### config.mk
export PLATFORM = sky130hd
export DESIGN_NAME = ordered_list_stack_engine_flat
export DESIGN_NICKNAME = d
export VERILOG_FILES = /design/src/rtl/core/olse_pkg.sv /design/src/rtl/core/olse_req_if.sv /design/src/rtl/core/olse_rsp_if.sv /design/src/rtl/core/olse_ctrl.sv /design/src/rtl/core/olse_dpath.sv /design/src/rtl/core/ordered_list_stack_engine.sv /design/src/flat_wrapper.sv
export SDC_FILE = /design/constraint.sdc
export NUM_CORES = 2
export LEC_CHECK = 0
export ABC_CLOCK_PERIOD_IN_PS = 6700
export BUFFER_PORTS_ARGS = -buffer_cell sky130_fd_sc_hd__buf_2
export CAP_MARGIN = 20
export CORE_MARGIN = 5
export CORE_UTILIZATION = 50
export CTS_CLUSTER_SIZE = 30
export DETAILED_ROUTE_END_ITERATION = 12
export PLACE_DENSITY = 0.65
export SLEW_MARGIN = 20
export SYNTH_ARGS = -nofsm -noshare
export SYNTH_HDL_FRONTEND = slang
export SYNTH_HIERARCHICAL = 1
export SYNTH_SLANG_ARGS = --single-unit
### constraint.sdc
create_clock -name clock -period 6.7 [get_ports clock]
set_clock_uncertainty 0.05 [all_clocks]
set_input_delay 0.335 -clock clock [delete_from_list [all_inputs] [get_ports clock]]
set_output_delay 0.335 -clock clock [all_outputs]
set_load 0.02 [all_outputs]
### src/rtl/core/olse_pkg.sv
// Shared types and constants for the ordered list stack engine.
`timescale 1ns / 1ps

package olse_pkg;

   localparam int KIND_W  = 4;
   localparam int POS_W   = 7;
   localparam int VAL_W   = 32;
   localparam int IDX_W   = 7;
   localparam int STAT_W  = 2;

   typedef enum logic [KIND_W-1:0] {
      KIND_PUSH   = 4'd0,
      KIND_POP    = 4'd1,
      KIND_TOP    = 4'd2,
      KIND_SIZE   = 4'd3,
      KIND_CLEAR  = 4'd4,
      KIND_INSERT = 4'd5,
      KIND_DELETE = 4'd6,
      KIND_GET    = 4'd7,
      KIND_LOCATE = 4'd8
   } kind_type;

   typedef enum logic [STAT_W-1:0] {
      STATUS_OK   = 2'd0,
      STATUS_BAD  = 2'd1,
      STATUS_FULL = 2'd2,
      STATUS_MISS = 2'd3
   } status_type;

   typedef enum logic [3:0] {
      ST_IDLE,
      ST_EXEC,
      ST_RD,
      ST_CAP,
      ST_INS_CHK,
      ST_INS_WR,
      ST_DEL_CHK,
      ST_DEL_WR,
      ST_LOC_CHK,
      ST_LOC_CMP,
      ST_DONE
   } state_type;

   typedef enum logic [2:0] {
      PTR_HOLD,
      PTR_LOAD_POS,
      PTR_LOAD_COUNT,
      PTR_LOAD_LAST,
      PTR_LOAD_ZERO,
      PTR_INC,
      PTR_DEC
   } ptr_op_type;

   typedef enum logic [1:0] {
      RD_AT_PTR,
      RD_PTR_MINUS,
      RD_PTR_PLUS
   } rd_sel_type;

   typedef enum logic [1:0] {
      WR_NONE,
      WR_VAL_AT_COUNT,
      WR_VAL_AT_PTR,
      WR_DATA_AT_PTR
   } wr_op_type;

   typedef enum logic [1:0] {
      CNT_HOLD,
      CNT_INC,
      CNT_DEC,
      CNT_CLEAR
   } cnt_op_type;

   typedef struct packed {
      logic       latch;
      ptr_op_type ptr_op;
      rd_sel_type rd_sel;
      wr_op_type  wr_op;
      cnt_op_type cnt_op;
      logic       cap_value;
      logic       set_found;
      logic       set_status;
      status_type status_code;
      logic       emit;
   } cmd_type;

   typedef struct packed {
      logic [KIND_W-1:0] kind;
      logic              full;
      logic              empty;
      logic              pos_gt_count;
      logic              pos_ge_count;
      logic              ptr_eq_pos;
      logic              ptr_at_end;
      logic              next_at_end;
      logic              match;
      logic              rsp_busy;
   } stat_type;

endpackage

### src/rtl/core/olse_req_if.sv
// Request channel interface: valid, ready and the operation payload.
`timescale 1ns / 1ps

interface olse_req_if import olse_pkg::*; ();
   logic                    valid;
   logic                    ready;
   logic [KIND_W-1:0]       kind;
   logic [POS_W-1:0]        position;
   logic signed [VAL_W-1:0] value_in;

   modport source (output valid, kind, position, value_in, input ready);
   modport sink   (input valid, kind, position, value_in, output ready);
endinterface

### src/rtl/core/olse_rsp_if.sv
// Response channel interface: valid, ready and the result payload.
`timescale 1ns / 1ps

interface olse_rsp_if import olse_pkg::*; ();
   logic                    valid;
   logic                    ready;
   logic signed [VAL_W-1:0] value_out;
   logic [IDX_W-1:0]        index_out;
   logic [STAT_W-1:0]       status;

   modport source (output valid, value_out, index_out, status, input ready);
   modport sink   (input valid, value_out, index_out, status, output ready);
endinterface

### src/rtl/core/olse_ctrl.sv
// Controller state machine sequencing each list operation over the datapath.
`timescale 1ns / 1ps

module olse_ctrl import olse_pkg::*; (
   input  logic     clock,
   input  logic     reset,
   input  logic     req_valid,
   output logic     req_ready,
   input  stat_type stat,
   output cmd_type  cmd
);

   state_type state_ff;
   state_type state_in;

   always_ff @(posedge clock) begin
      if (reset) begin
         state_ff <= ST_IDLE;
      end else begin
         state_ff <= state_in;
      end
   end

   always_comb begin
      state_in  = state_ff;
      cmd       = '0;
      req_ready = 1'b0;
      case (state_ff)
         ST_IDLE: begin
            req_ready = !reset;
            if (req_valid && !reset) begin
               cmd.latch = 1'b1;
               state_in  = ST_EXEC;
            end
         end
         ST_EXEC: begin
            state_in = ST_DONE;
            case (stat.kind)
               KIND_PUSH: begin
                  if (stat.full) begin
                     cmd.set_status  = 1'b1;
                     cmd.status_code = STATUS_FULL;
                  end else begin
                     cmd.wr_op  = WR_VAL_AT_COUNT;
                     cmd.cnt_op = CNT_INC;
                  end
               end
               KIND_POP: begin
                  if (stat.empty) begin
                     cmd.set_status  = 1'b1;
                     cmd.status_code = STATUS_BAD;
                  end else begin
                     cmd.ptr_op = PTR_LOAD_LAST;
                     cmd.cnt_op = CNT_DEC;
                     state_in   = ST_RD;
                  end
               end
               KIND_TOP: begin
                  if (stat.empty) begin
                     cmd.set_status  = 1'b1;
                     cmd.status_code = STATUS_BAD;
                  end else begin
                     cmd.ptr_op = PTR_LOAD_LAST;
                     state_in   = ST_RD;
                  end
               end
               KIND_CLEAR: begin
                  cmd.cnt_op = CNT_CLEAR;
               end
               KIND_INSERT: begin
                  if (stat.pos_gt_count) begin
                     cmd.set_status  = 1'b1;
                     cmd.status_code = STATUS_BAD;
                  end else if (stat.full) begin
                     cmd.set_status  = 1'b1;
                     cmd.status_code = STATUS_FULL;
                  end else begin
                     cmd.ptr_op = PTR_LOAD_COUNT;
                     state_in   = ST_INS_CHK;
                  end
               end
               KIND_DELETE, KIND_GET: begin
                  if (stat.pos_ge_count) begin
                     cmd.set_status  = 1'b1;
                     cmd.status_code = STATUS_BAD;
                  end else begin
                     cmd.ptr_op = PTR_LOAD_POS;
                     state_in   = ST_RD;
                  end
               end
               KIND_LOCATE: begin
                  cmd.ptr_op = PTR_LOAD_ZERO;
                  state_in   = ST_LOC_CHK;
               end
               default: begin
                  state_in = ST_DONE;
               end
            endcase
         end
         ST_RD: begin
            cmd.rd_sel = RD_AT_PTR;
            state_in   = ST_CAP;
         end
         ST_CAP: begin
            cmd.cap_value = 1'b1;
            state_in      = (stat.kind == KIND_DELETE) ? ST_DEL_CHK : ST_DONE;
         end
         ST_INS_CHK: begin
            if (stat.ptr_eq_pos) begin
               cmd.wr_op  = WR_VAL_AT_PTR;
               cmd.cnt_op = CNT_INC;
               state_in   = ST_DONE;
            end else begin
               cmd.rd_sel = RD_PTR_MINUS;
               state_in   = ST_INS_WR;
            end
         end
         ST_INS_WR: begin
            cmd.wr_op  = WR_DATA_AT_PTR;
            cmd.ptr_op = PTR_DEC;
            state_in   = ST_INS_CHK;
         end
         ST_DEL_CHK: begin
            if (stat.next_at_end) begin
               cmd.cnt_op = CNT_DEC;
               state_in   = ST_DONE;
            end else begin
               cmd.rd_sel = RD_PTR_PLUS;
               state_in   = ST_DEL_WR;
            end
         end
         ST_DEL_WR: begin
            cmd.wr_op  = WR_DATA_AT_PTR;
            cmd.ptr_op = PTR_INC;
            state_in   = ST_DEL_CHK;
         end
         ST_LOC_CHK: begin
            if (stat.ptr_at_end) begin
               cmd.set_status  = 1'b1;
               cmd.status_code = STATUS_MISS;
               state_in        = ST_DONE;
            end else begin
               cmd.rd_sel = RD_AT_PTR;
               state_in   = ST_LOC_CMP;
            end
         end
         ST_LOC_CMP: begin
            if (stat.match) begin
               cmd.set_found = 1'b1;
               state_in      = ST_DONE;
            end else begin
               cmd.ptr_op = PTR_INC;
               state_in   = ST_LOC_CHK;
            end
         end
         ST_DONE: begin
            if (!stat.rsp_busy) begin
               cmd.emit = 1'b1;
               state_in = ST_IDLE;
            end
         end
         default: begin
            state_in = ST_IDLE;
         end
      endcase
   end

endmodule

### src/rtl/core/olse_dpath.sv
// Datapath: list memory, count, position pointer and response register.
`timescale 1ns / 1ps

module olse_dpath import olse_pkg::*; #(
   parameter int DEPTH = 64
) (
   input  logic                    clock,
   input  logic                    reset,
   input  cmd_type                 cmd,
   output stat_type                stat,
   input  logic [KIND_W-1:0]       req_kind,
   input  logic [POS_W-1:0]        req_position,
   input  logic signed [VAL_W-1:0] req_value_in,
   output logic                    rsp_valid,
   input  logic                    rsp_ready,
   output logic signed [VAL_W-1:0] rsp_value_out,
   output logic [IDX_W-1:0]        rsp_index_out,
   output logic [STAT_W-1:0]       rsp_status
);

   localparam int AW   = $clog2(DEPTH);
   localparam int CW   = $clog2(DEPTH + 1);
   localparam int CMPW = (CW > POS_W) ? CW : POS_W;

   logic [VAL_W-1:0] mem [DEPTH];

   logic [KIND_W-1:0] kind_ff;
   logic [POS_W-1:0]  pos_ff;
   logic [VAL_W-1:0]  val_ff;
   logic [CW-1:0]     count_ff;
   logic [CW-1:0]     count_in;
   logic [CW-1:0]     ptr_ff;
   logic [CW-1:0]     ptr_in;
   logic [VAL_W-1:0]  rd_data_ff;
   logic [VAL_W-1:0]  value_res_ff;
   status_type        status_res_ff;
   logic              found_ff;
   logic              rsp_valid_ff;
   logic [VAL_W-1:0]  rsp_value_ff;
   logic [IDX_W-1:0]  rsp_index_ff;
   logic [STAT_W-1:0] rsp_status_ff;

   logic [CW-1:0]     ptr_plus;
   logic [CW-1:0]     ptr_minus;
   logic [CW-1:0]     rd_full;
   logic [AW-1:0]     rd_addr;
   logic              wr_en;
   logic [AW-1:0]     wr_addr;
   logic [VAL_W-1:0]  wr_data;
   logic [CMPW-1:0]   pos_ext;
   logic [CMPW-1:0]   count_ext;
   logic [CMPW-1:0]   idx_ext;

   assign ptr_plus  = ptr_ff + CW'(1);
   assign ptr_minus = ptr_ff - CW'(1);
   assign pos_ext   = CMPW'(pos_ff);
   assign count_ext = CMPW'(count_ff);

   always_comb begin
      case (cmd.rd_sel)
         RD_PTR_MINUS: rd_full = ptr_minus;
         RD_PTR_PLUS:  rd_full = ptr_plus;
         default:      rd_full = ptr_ff;
      endcase
   end
   assign rd_addr = rd_full[AW-1:0];

   always_comb begin
      wr_en   = 1'b1;
      wr_addr = ptr_ff[AW-1:0];
      wr_data = val_ff;
      case (cmd.wr_op)
         WR_VAL_AT_COUNT: wr_addr = count_ff[AW-1:0];
         WR_VAL_AT_PTR:   wr_data = val_ff;
         WR_DATA_AT_PTR:  wr_data = rd_data_ff;
         default:         wr_en   = 1'b0;
      endcase
   end

   always_ff @(posedge clock) begin
      if (wr_en) begin
         mem[wr_addr] <= wr_data;
      end
      rd_data_ff <= mem[rd_addr];
   end

   always_comb begin
      case (cmd.cnt_op)
         CNT_INC:   count_in = count_ff + CW'(1);
         CNT_DEC:   count_in = count_ff - CW'(1);
         CNT_CLEAR: count_in = '0;
         default:   count_in = count_ff;
      endcase
   end

   always_comb begin
      case (cmd.ptr_op)
         PTR_LOAD_POS:   ptr_in = CW'(pos_ext);
         PTR_LOAD_COUNT: ptr_in = count_ff;
         PTR_LOAD_LAST:  ptr_in = count_ff - CW'(1);
         PTR_LOAD_ZERO:  ptr_in = '0;
         PTR_INC:        ptr_in = ptr_plus;
         PTR_DEC:        ptr_in = ptr_minus;
         default:        ptr_in = ptr_ff;
      endcase
   end

   always_ff @(posedge clock) begin
      if (reset) begin
         count_ff     <= '0;
         rsp_valid_ff <= 1'b0;
      end else begin
         count_ff <= count_in;
         if (cmd.emit) begin
            rsp_valid_ff <= 1'b1;
         end else if (rsp_ready) begin
            rsp_valid_ff <= 1'b0;
         end
      end
   end

   always_ff @(posedge clock) begin
      ptr_ff <= ptr_in;
      if (cmd.latch) begin
         kind_ff       <= req_kind;
         pos_ff        <= req_position;
         val_ff        <= req_value_in;
         value_res_ff  <= '0;
         status_res_ff <= STATUS_OK;
         found_ff      <= 1'b0;
      end else begin
         if (cmd.cap_value) begin
            value_res_ff <= rd_data_ff;
         end
         if (cmd.set_status) begin
            status_res_ff <= cmd.status_code;
         end
         if (cmd.set_found) begin
            found_ff <= 1'b1;
         end
      end
      if (cmd.emit) begin
         rsp_value_ff  <= value_res_ff;
         rsp_index_ff  <= idx_ext[IDX_W-1:0];
         rsp_status_ff <= status_res_ff;
      end
   end

   // locate hit reports the scan position, everything else the count
   assign idx_ext = found_ff ? CMPW'(ptr_ff) : count_ext;

   assign stat.kind         = kind_ff;
   assign stat.full         = (count_ff == CW'(DEPTH));
   assign stat.empty        = (count_ff == '0);
   assign stat.pos_gt_count = (pos_ext > count_ext);
   assign stat.pos_ge_count = (pos_ext >= count_ext);
   assign stat.ptr_eq_pos   = (CMPW'(ptr_ff) == pos_ext);
   assign stat.ptr_at_end   = (ptr_ff >= count_ff);
   assign stat.next_at_end  = (ptr_plus >= count_ff);
   assign stat.match        = (rd_data_ff == val_ff);
   assign stat.rsp_busy     = rsp_valid_ff && !rsp_ready;

   assign rsp_valid     = rsp_valid_ff;
   assign rsp_value_out = rsp_value_ff;
   assign rsp_index_out = rsp_index_ff;
   assign rsp_status    = rsp_status_ff;

endmodule

### src/rtl/core/ordered_list_stack_engine.sv
// Top level of the ordered list stack engine: controller plus datapath.
//
// Holds an ordered list of up to DEPTH signed 32-bit values in a single
// memory with one write and one registered read port, and runs one request
// at a time. Push, size, clear, unused kinds and any refused request finish
// in the execute state; pop, top and get first read one entry. Insert at p
// shifts the entries from p to the end up by one, delete at p shifts those
// after p down by one, and locate scans from entry 0 to a hit or the end;
// shifts and scans move one entry at a time through the memory port. A
// finished response waits in an output register, so the next request is
// taken while the previous response is still pending.
`timescale 1ns / 1ps

module ordered_list_stack_engine import olse_pkg::*; #(
   parameter int DEPTH = 64
) (
   input  logic      clock,
   input  logic      reset,
   olse_req_if.sink  req_chan,
   olse_rsp_if.source rsp_chan
);

   cmd_type  cmd;
   stat_type stat;
   logic     req_ready;

   olse_ctrl u_ctrl (
      .clock     (clock),
      .reset     (reset),
      .req_valid (req_chan.valid),
      .req_ready (req_ready),
      .stat      (stat),
      .cmd       (cmd)
   );

   olse_dpath #(
      .DEPTH (DEPTH)
   ) u_dpath (
      .clock         (clock),
      .reset         (reset),
      .cmd           (cmd),
      .stat          (stat),
      .req_kind      (req_chan.kind),
      .req_position  (req_chan.position),
      .req_value_in  (req_chan.value_in),
      .rsp_valid     (rsp_chan.valid),
      .rsp_ready     (rsp_chan.ready),
      .rsp_value_out (rsp_chan.value_out),
      .rsp_index_out (rsp_chan.index_out),
      .rsp_status    (rsp_chan.status)
   );

   assign req_chan.ready = req_ready;

endmodule
### src/flat_wrapper.sv
// flat-port wrapper written by rule: the top's interface ports become plain ports
module ordered_list_stack_engine_flat import olse_pkg::*;
#(
   parameter int DEPTH = 64
)
  (clock, reset, req_chan_valid, req_chan_kind, req_chan_position, req_chan_value_in, req_chan_ready, rsp_chan_valid, rsp_chan_value_out, rsp_chan_index_out, rsp_chan_status, rsp_chan_ready);
  olse_req_if req_chan_i ();
  olse_rsp_if rsp_chan_i ();
  input  logic clock;
  input  logic reset;
  input wire logic [$bits(req_chan_i.valid)-1:0] req_chan_valid;
  input wire logic [$bits(req_chan_i.kind)-1:0] req_chan_kind;
  input wire logic [$bits(req_chan_i.position)-1:0] req_chan_position;
  input wire logic [$bits(req_chan_i.value_in)-1:0] req_chan_value_in;
  output wire logic [$bits(req_chan_i.ready)-1:0] req_chan_ready;
  output wire logic [$bits(rsp_chan_i.valid)-1:0] rsp_chan_valid;
  output wire logic [$bits(rsp_chan_i.value_out)-1:0] rsp_chan_value_out;
  output wire logic [$bits(rsp_chan_i.index_out)-1:0] rsp_chan_index_out;
  output wire logic [$bits(rsp_chan_i.status)-1:0] rsp_chan_status;
  input wire logic [$bits(rsp_chan_i.ready)-1:0] rsp_chan_ready;
  assign req_chan_i.valid = req_chan_valid;
  assign req_chan_i.kind = req_chan_kind;
  assign req_chan_i.position = req_chan_position;
  assign req_chan_i.value_in = req_chan_value_in;
  assign req_chan_ready = req_chan_i.ready;
  assign rsp_chan_valid = rsp_chan_i.valid;
  assign rsp_chan_value_out = rsp_chan_i.value_out;
  assign rsp_chan_index_out = rsp_chan_i.index_out;
  assign rsp_chan_status = rsp_chan_i.status;
  assign rsp_chan_i.ready = rsp_chan_ready;
  ordered_list_stack_engine #(.DEPTH(DEPTH)) u_core (.clock(clock), .reset(reset), .req_chan(req_chan_i), .rsp_chan(rsp_chan_i));
endmodule
* After elaboration in Yosys (flattened, before gate mapping)
Memory sizes are Yosys's and may differ from the RTL's. A register that Yosys moved wholly into a read port is not among the register bits.
Cells that the tools add are included.
** Word-level totals
- Flip-flop bits (word level) :: 138
- Memories kept :: 1
- Logic and storage cells :: 130
- Input port bits :: 47
- Memory bits (writable) :: 2048
** Memory list
- u_core.u_dpath.mem :: words 64, width 32, rd ports 1, clocked after memory_dff 1, wr ports 1, line olse_dpath.sv:25 : logic [VAL_W-1:0] mem [DEPTH];
** Operators by class
- Reductions and logical operators :: 15
- $lt $le $gt $ge :: 4
- Equal/unequal tests :: 36
- Multiplexer cells :: 57
- $add $sub $neg :: 4
** Operators with widths (number)
- 4-bit case mux with 11 select lines :: 1
- 7-bit case mux with 6 select lines :: 1
- 4-bit two-way mux :: 10
- 3-bit case mux with 4 select lines :: 3
- 32-bit == test :: 1
- 4-bit by 3-bit == test with 1-bit output (second input constant) :: 8
- 32-bit two-way mux :: 1
- 7-bit greater-or-equal comparator :: 3
- 3-bit two-way mux :: 7
- 7-bit case mux with 3 select lines :: 1
- 2-bit two-way mux :: 9
- 2-bit case mux with 3 select lines :: 3
- 4-bit == test (second input constant) :: 4
- 4-bit case mux with 4 select lines :: 1
- 1-bit two-way mux :: 15
- 7-bit by 1-bit adder with 7-bit output (second input constant) :: 2
- 7-bit by 1-bit subtractor with 7-bit output (second input constant) :: 2
- 4-bit by 2-bit == test with 1-bit output (second input constant) :: 3
- 6-bit case mux with 2 select lines :: 1
- 2-bit == test (second input constant) :: 5
- 3-bit == test (second input constant) :: 3
- 4-bit by 1-bit == test with 1-bit output (second input constant) :: 2
- 4-bit zero test :: 2
- 7-bit == test :: 1
- 19 further kinds :: 27

* Logic depth before layout (Yosys ltp)
- Depth after elaboration :: 9
- Depth in mapped cells :: 25
- Mapped depth without buffers :: 20

* Modules after synthesis
The synthesis kept the hierarchy.
** Modules (own cells, without submodules)
- olse_dpath :: instances 1, area an instance 84826.4 µm², cells an instance 3953
- olse_ctrl :: instances 1, area an instance 735.7 µm², cells an instance 113

* Worst setup path after synthesis
Ideal clock, no wire load.
- Kind :: register to register
- Start :: register u_core.u_dpath.ptr_ff[1]
- End :: register u_core.u_dpath.rd_data_ff[29], read port of u_core.u_dpath.mem
- Clock period less this slack :: 5.080 ns
- Setup slack :: 1.620 ns
- Stages on the path, launching flop included :: 22
- Buffers on the path :: 4
- Arrival :: 4.896 ns
- Cell sequence :: edfxtp_1 > buf_2 > inv_1 > ha_1 > ha_1 > a21boi_0 > o21a_1 > o21a_1 > o21a_1 > o21a_1 > o21ai_0 > nand2b_1 > nor2_1 > ha_1 > buf_2 > o311ai_2 > clkbuf_1 > buf_1 > mux4_2 > a22oi_1 > a21oi_1 > or4_1
** RTL lines
- from (decl) :: line olse_dpath.sv:32 : logic [CW-1:0] ptr_ff;
- from (signal assigned) :: line olse_dpath.sv:123 : ptr_ff <= ptr_in;
- to (decl) :: line olse_dpath.sv:34 : logic [VAL_W-1:0] rd_data_ff;

==> metrics.md <==
| Metric | Value |
|---|---|
| Outcome | finished clean |
| Commonest non-fill, non-tap cell in the layout | edfxtp_1 |
| Drt pass-1 iters | 6 |
| CP Capture Type | flop |
| Switching power | 9769 uW |
| Die Y | 423.7 microns |
| Area share of and/or/nand/nor cells after synthesis | 2.131% |
| Critical setup path kind | flop to flop |
| Via/cell ratio | 6.476 |
| Switching Share | 27.97% |
| First-pass GRT wire length | 336.7 mm |
| Crit Path Max Fanout | 23 |
| Vias in the first global route | 43903 |
| Final HPWL DP | 141.5 mm |
| Setup Fix Bufs, Post-CTS | 0 |
| Seq pwr share | 47.1% |
| Final wirelength | 238.5 mm |
| CTS tree | yes |
| Min Hold Slack | 121.7 ps |
| Placer Congestion | 0.8590 |
| #FFs+latches synth | 2218 |
| RSZ-0062 raised after global routing | no |
| Cts repair resizes | 0 |
| Die area | 179500 sq um |
| Synth Area in XOR/XNOR | 0.5323% |
| Area added between synthesis and finish | 15.11% |
| Reg2reg end | u_core/u_dpath/rd_data_ff[2]$_DFF_P_ |
| Syn avg cell area | 21.04 sq um |
| Hold Violations, Final | 0 |
| Fillers | 12080 |
| M3 GR Usage | 4.773% |
| Pwr dens | 354.7 nW/um^2 |
| Worst r2r src | u_core/u_dpath/ptr_ff[1]$_DFFE_PP_ |
| Netlist cell types | 77 |
| Fin util | 57.99% |
| Startpoint types | flop |
| Most frequent cells in the layout | edfxtp_1 (2139), mux4_2 (500), a22oi_1 (244) |
| Num ports | 90 |
| GRT met2 Usage | 42.88% |
| Slew margin rel. | 22.41% |
| # clock sinks | 2218 |
| Number of flops mapped to enable cells by yosys | 2139 |
| R2R setup slack | 260 ps |
| GR Util All Layers | 26.59% |
| Largest family of logic cells by synthesized area | multiplexers |
| DR DRC count | 0 |
| Net Count, Synth | 4141 |
| Core Rows | 151 |
| Critical Path End | u_core/u_dpath/rd_data_ff[2]$_DFF_P_ |
| R2R cell count | 22 |
| Clk pwr share | 33.7% |
| DRT iter0 DRCs | 6419 |
| Clk buf depth | 3 |
| Period Utilization, post-route | 96.18% |
| Register area share after synthesis | 76.92% |
| Global Route met1 Usage | 37.33% |
| Wire per inst | 34.65 microns |
| Initial antenna violation count | 18 |
| Slew Viols, Final | 0 |
| Num CTS Buffers | 213 |
| Antenna Nets Post-Route | 0 |
| FF/Latch Area | 65810 sq um |
| Post-synth ARST share | 0% |
| Via count | 44575 |
| Share of layout cells above drive strength 1 | 28.44% |
| Gr ovfl total | 0 |
| Post-Synthesis Cells | 4066 |
| Combinational Power Share | 19.1% |
| Final setup fails | 0 |
| Min Clock Period, post-route | 6444 ps |
| Crit path launch | u_core/u_dpath/ptr_ff[1]$_DFFE_PP_ |
| H-tree level count | 4 |
| Busiest grt layer | met2 |
| Peak VDD IR | 291.6 uV |
| Leakage | 0.03125 uW |
| FMAX | 155.2 MHz |
| Adder-cell share of the synthesized area | 0.4095% |
| Post-Syn Area | 85560 sq um |
| Post-synthesis compound-gate area fraction | 4.166% |
| Setup TNS | 0 ps |
| Mux contribution to synthesized area | 14.54% |
| Synth warnings | 6 |
| Max-cap viol count | 0 |
| Nets@finish | 4541 |
| Hold_buf cts | 47 |
| Tot Pwr | 34930 uW |
| Clk_lat worst skew | 880 ps |
| Slew of the pin with the lowest slew margin | 1153 ps |
| Multi-input logic area | 19210 sq um |
| Chip width | 423.7 microns |
| Clock root buffer | clkbuf_16 |
| Ys flop type | edfxtp_1 |
| Placeable Area | 169800 sq um |
| CP Data Arrival Time | 7130 ps |
| Hold Path Class | primary input to flop |
| Initial Utilization | 50.38% |
| Pint | 25160 uW |
| Clock-pin slew on the worst setup and hold paths | 60 ps |
| IO Port Bufs | 89 |
| CP required | 7390 ps |
| Pin count of the biggest net entering global routing | 74 |
critical path: stages, from the launching register on:
cell and delay (ps):
edfxtp_1 540, inv_1 130, ha_1 350, ha_1 280, a21boi_0 120, o21a_1 180, o21a_1 170, o21a_1 160
o21a_1 170, o21ai_0 170, nand2b_1 160, nor2_1 230, ha_1 460, o21ba_1 250, a21boi_4 190, buf_12 240
buf_12 260, buf_4 340, mux4_2 550, a22oi_1 250, a21oi_1 260, buf_4 220, or4_1 520
cells by family (layout without fill, tap and decap cells):
kind of cell | count (synthesis) | in the layout
adder cells (fa/ha/maj) | 28 | 28
AO/OA/AOI/OAI | 526 | 526
multiplexers | 613 | 613
flip-flops | 2218 | 2218
AND/OR/NAND/NOR | 373 | 373
buffers and inverters | 256 | 846
XOR/XNOR | 52 | 52
other | 0 | 9
synthesized netlist by cell type (7+ instances only):
cell type	instances	area share, %
clkbuf_1	97	0.43
inv_1	25	0.11
mux2_2	41	0.54
nand2_1	69	0.30
nand2b_1	13	0.095
o21a_1	12	0.11
edfxtp_1	2139	75
ha_1	28	0.41
nor2_1	148	0.65
a21oi_1	142	0.83
nor4_1	12	0.088
a21o_1	12	0.11
nand3_1	24	0.14
mux4_2	500	13
nor2b_1	13	0.095
buf_2	97	0.57
o21ai_0	42	0.25
dfxtp_1	79	1.8
nand4_1	9	0.066
buf_1	28	0.12
mux2i_1	72	0.84
or4_1	30	0.26
a22oi_1	244	2.1
xnor2_1	13	0.13
xor2_1	39	0.40
nor3_1	25	0.15
o211ai_1	7	0.061
metal layers:
metal | wire, microns | vias up
met2 | 115500 | 2691
met5 | 18 | -
met1 | 89040 | 23581
met3 | 25490 | 393
li1 | - | 17906
met4 | 8502 | 4
state kept, by name, summed over array words and instances, names as in the netlist:
register / count
u_core/u_dpath/count_ext: 7
u_core/u_dpath/pos_ext: 7
u_core/u_dpath/rd_data_ff: 32
u_core/u_dpath/rsp_status: 2
u_core/u_dpath/rsp_index_out: 7
u_core/u_dpath/found_ff: 1
u_core/u_dpath/rsp_value_out: 32
u_core/u_dpath/mem: 2048
u_core/u_dpath/rsp_valid: 1
u_core/u_ctrl/state_ff: 4
u_core/u_dpath/ptr_ff: 7
u_core/u_dpath/val_ff: 32
u_core/u_dpath/value_res_ff: 32
u_core/u_dpath/kind_ff: 4
u_core/u_dpath/status_res_ff: 2
final cells by class:
cell class | count | area share [%]
diodes | 9 | 0.02287
clock buffers | 275 | 5.894
clock inverters | 130 | 1.176
inverters | 27 | 0.1029
multi-input cells | 1592 | 19.51
flip-flops and latches | 2218 | 66.82
well taps | 2218 | 2.818
repair buffers | 414 | 3.659
stage by stage:
| step | cell area (sq um) | setup WS [ps] | instances |
|---|---|---|---|
| floorplan | 85560 | 1620 | 4066 |
| global placement | 91020 | 177.3 | 6421 |
| detailed placement | 91040 | 350.5 | 6422 |
| CTS | 98470 | 306.9 | 6874 |
| global route | 98470 | 53.05 | 6875 |
| finish | 98490 | 255.9 | 6883 |
power groups by stage:
stage                     registers (uW)  logic, uW  clock network [uW]
after floorplan                    16400       4040                   0
after global placement             16700       6560                   0
after detailed placement           16700       6620                   0
after CTS                          16400       6670               11900
after global routing               16500       7050               12600
final                              16500       6680               11800
how the worst min path moves through the flow:
stage | from | end | slack [ps] | cells after the start
global route | req_chan_position[1] | u_core/u_dpath/pos_ext[1]$_DFFE_PP_ | 100 | 2
finish | req_chan_position[1] | u_core/u_dpath/pos_ext[1]$_DFFE_PP_ | 120 | 2
detailed placement | u_core/u_dpath/value_res_ff[3]$_SDFFE_PP0P_ | u_core/u_dpath/rsp_value_out[3]$_DFFE_PP_ | 370 | 0
CTS | req_chan_position[0] | u_core/u_dpath/pos_ext[0]$_DFFE_PP_ | 60 | 2
floorplan | reset | u_core/u_ctrl/state_ff[2]$_SDFFE_PP0P_ | 350 | 1
global placement | u_core/u_dpath/value_res_ff[18]$_SDFFE_PP0P_ | u_core/u_dpath/rsp_value_out[18]$_DFFE_PP_ | 370 | 0
Note: power is estimated with default switching activity, not from simulation.
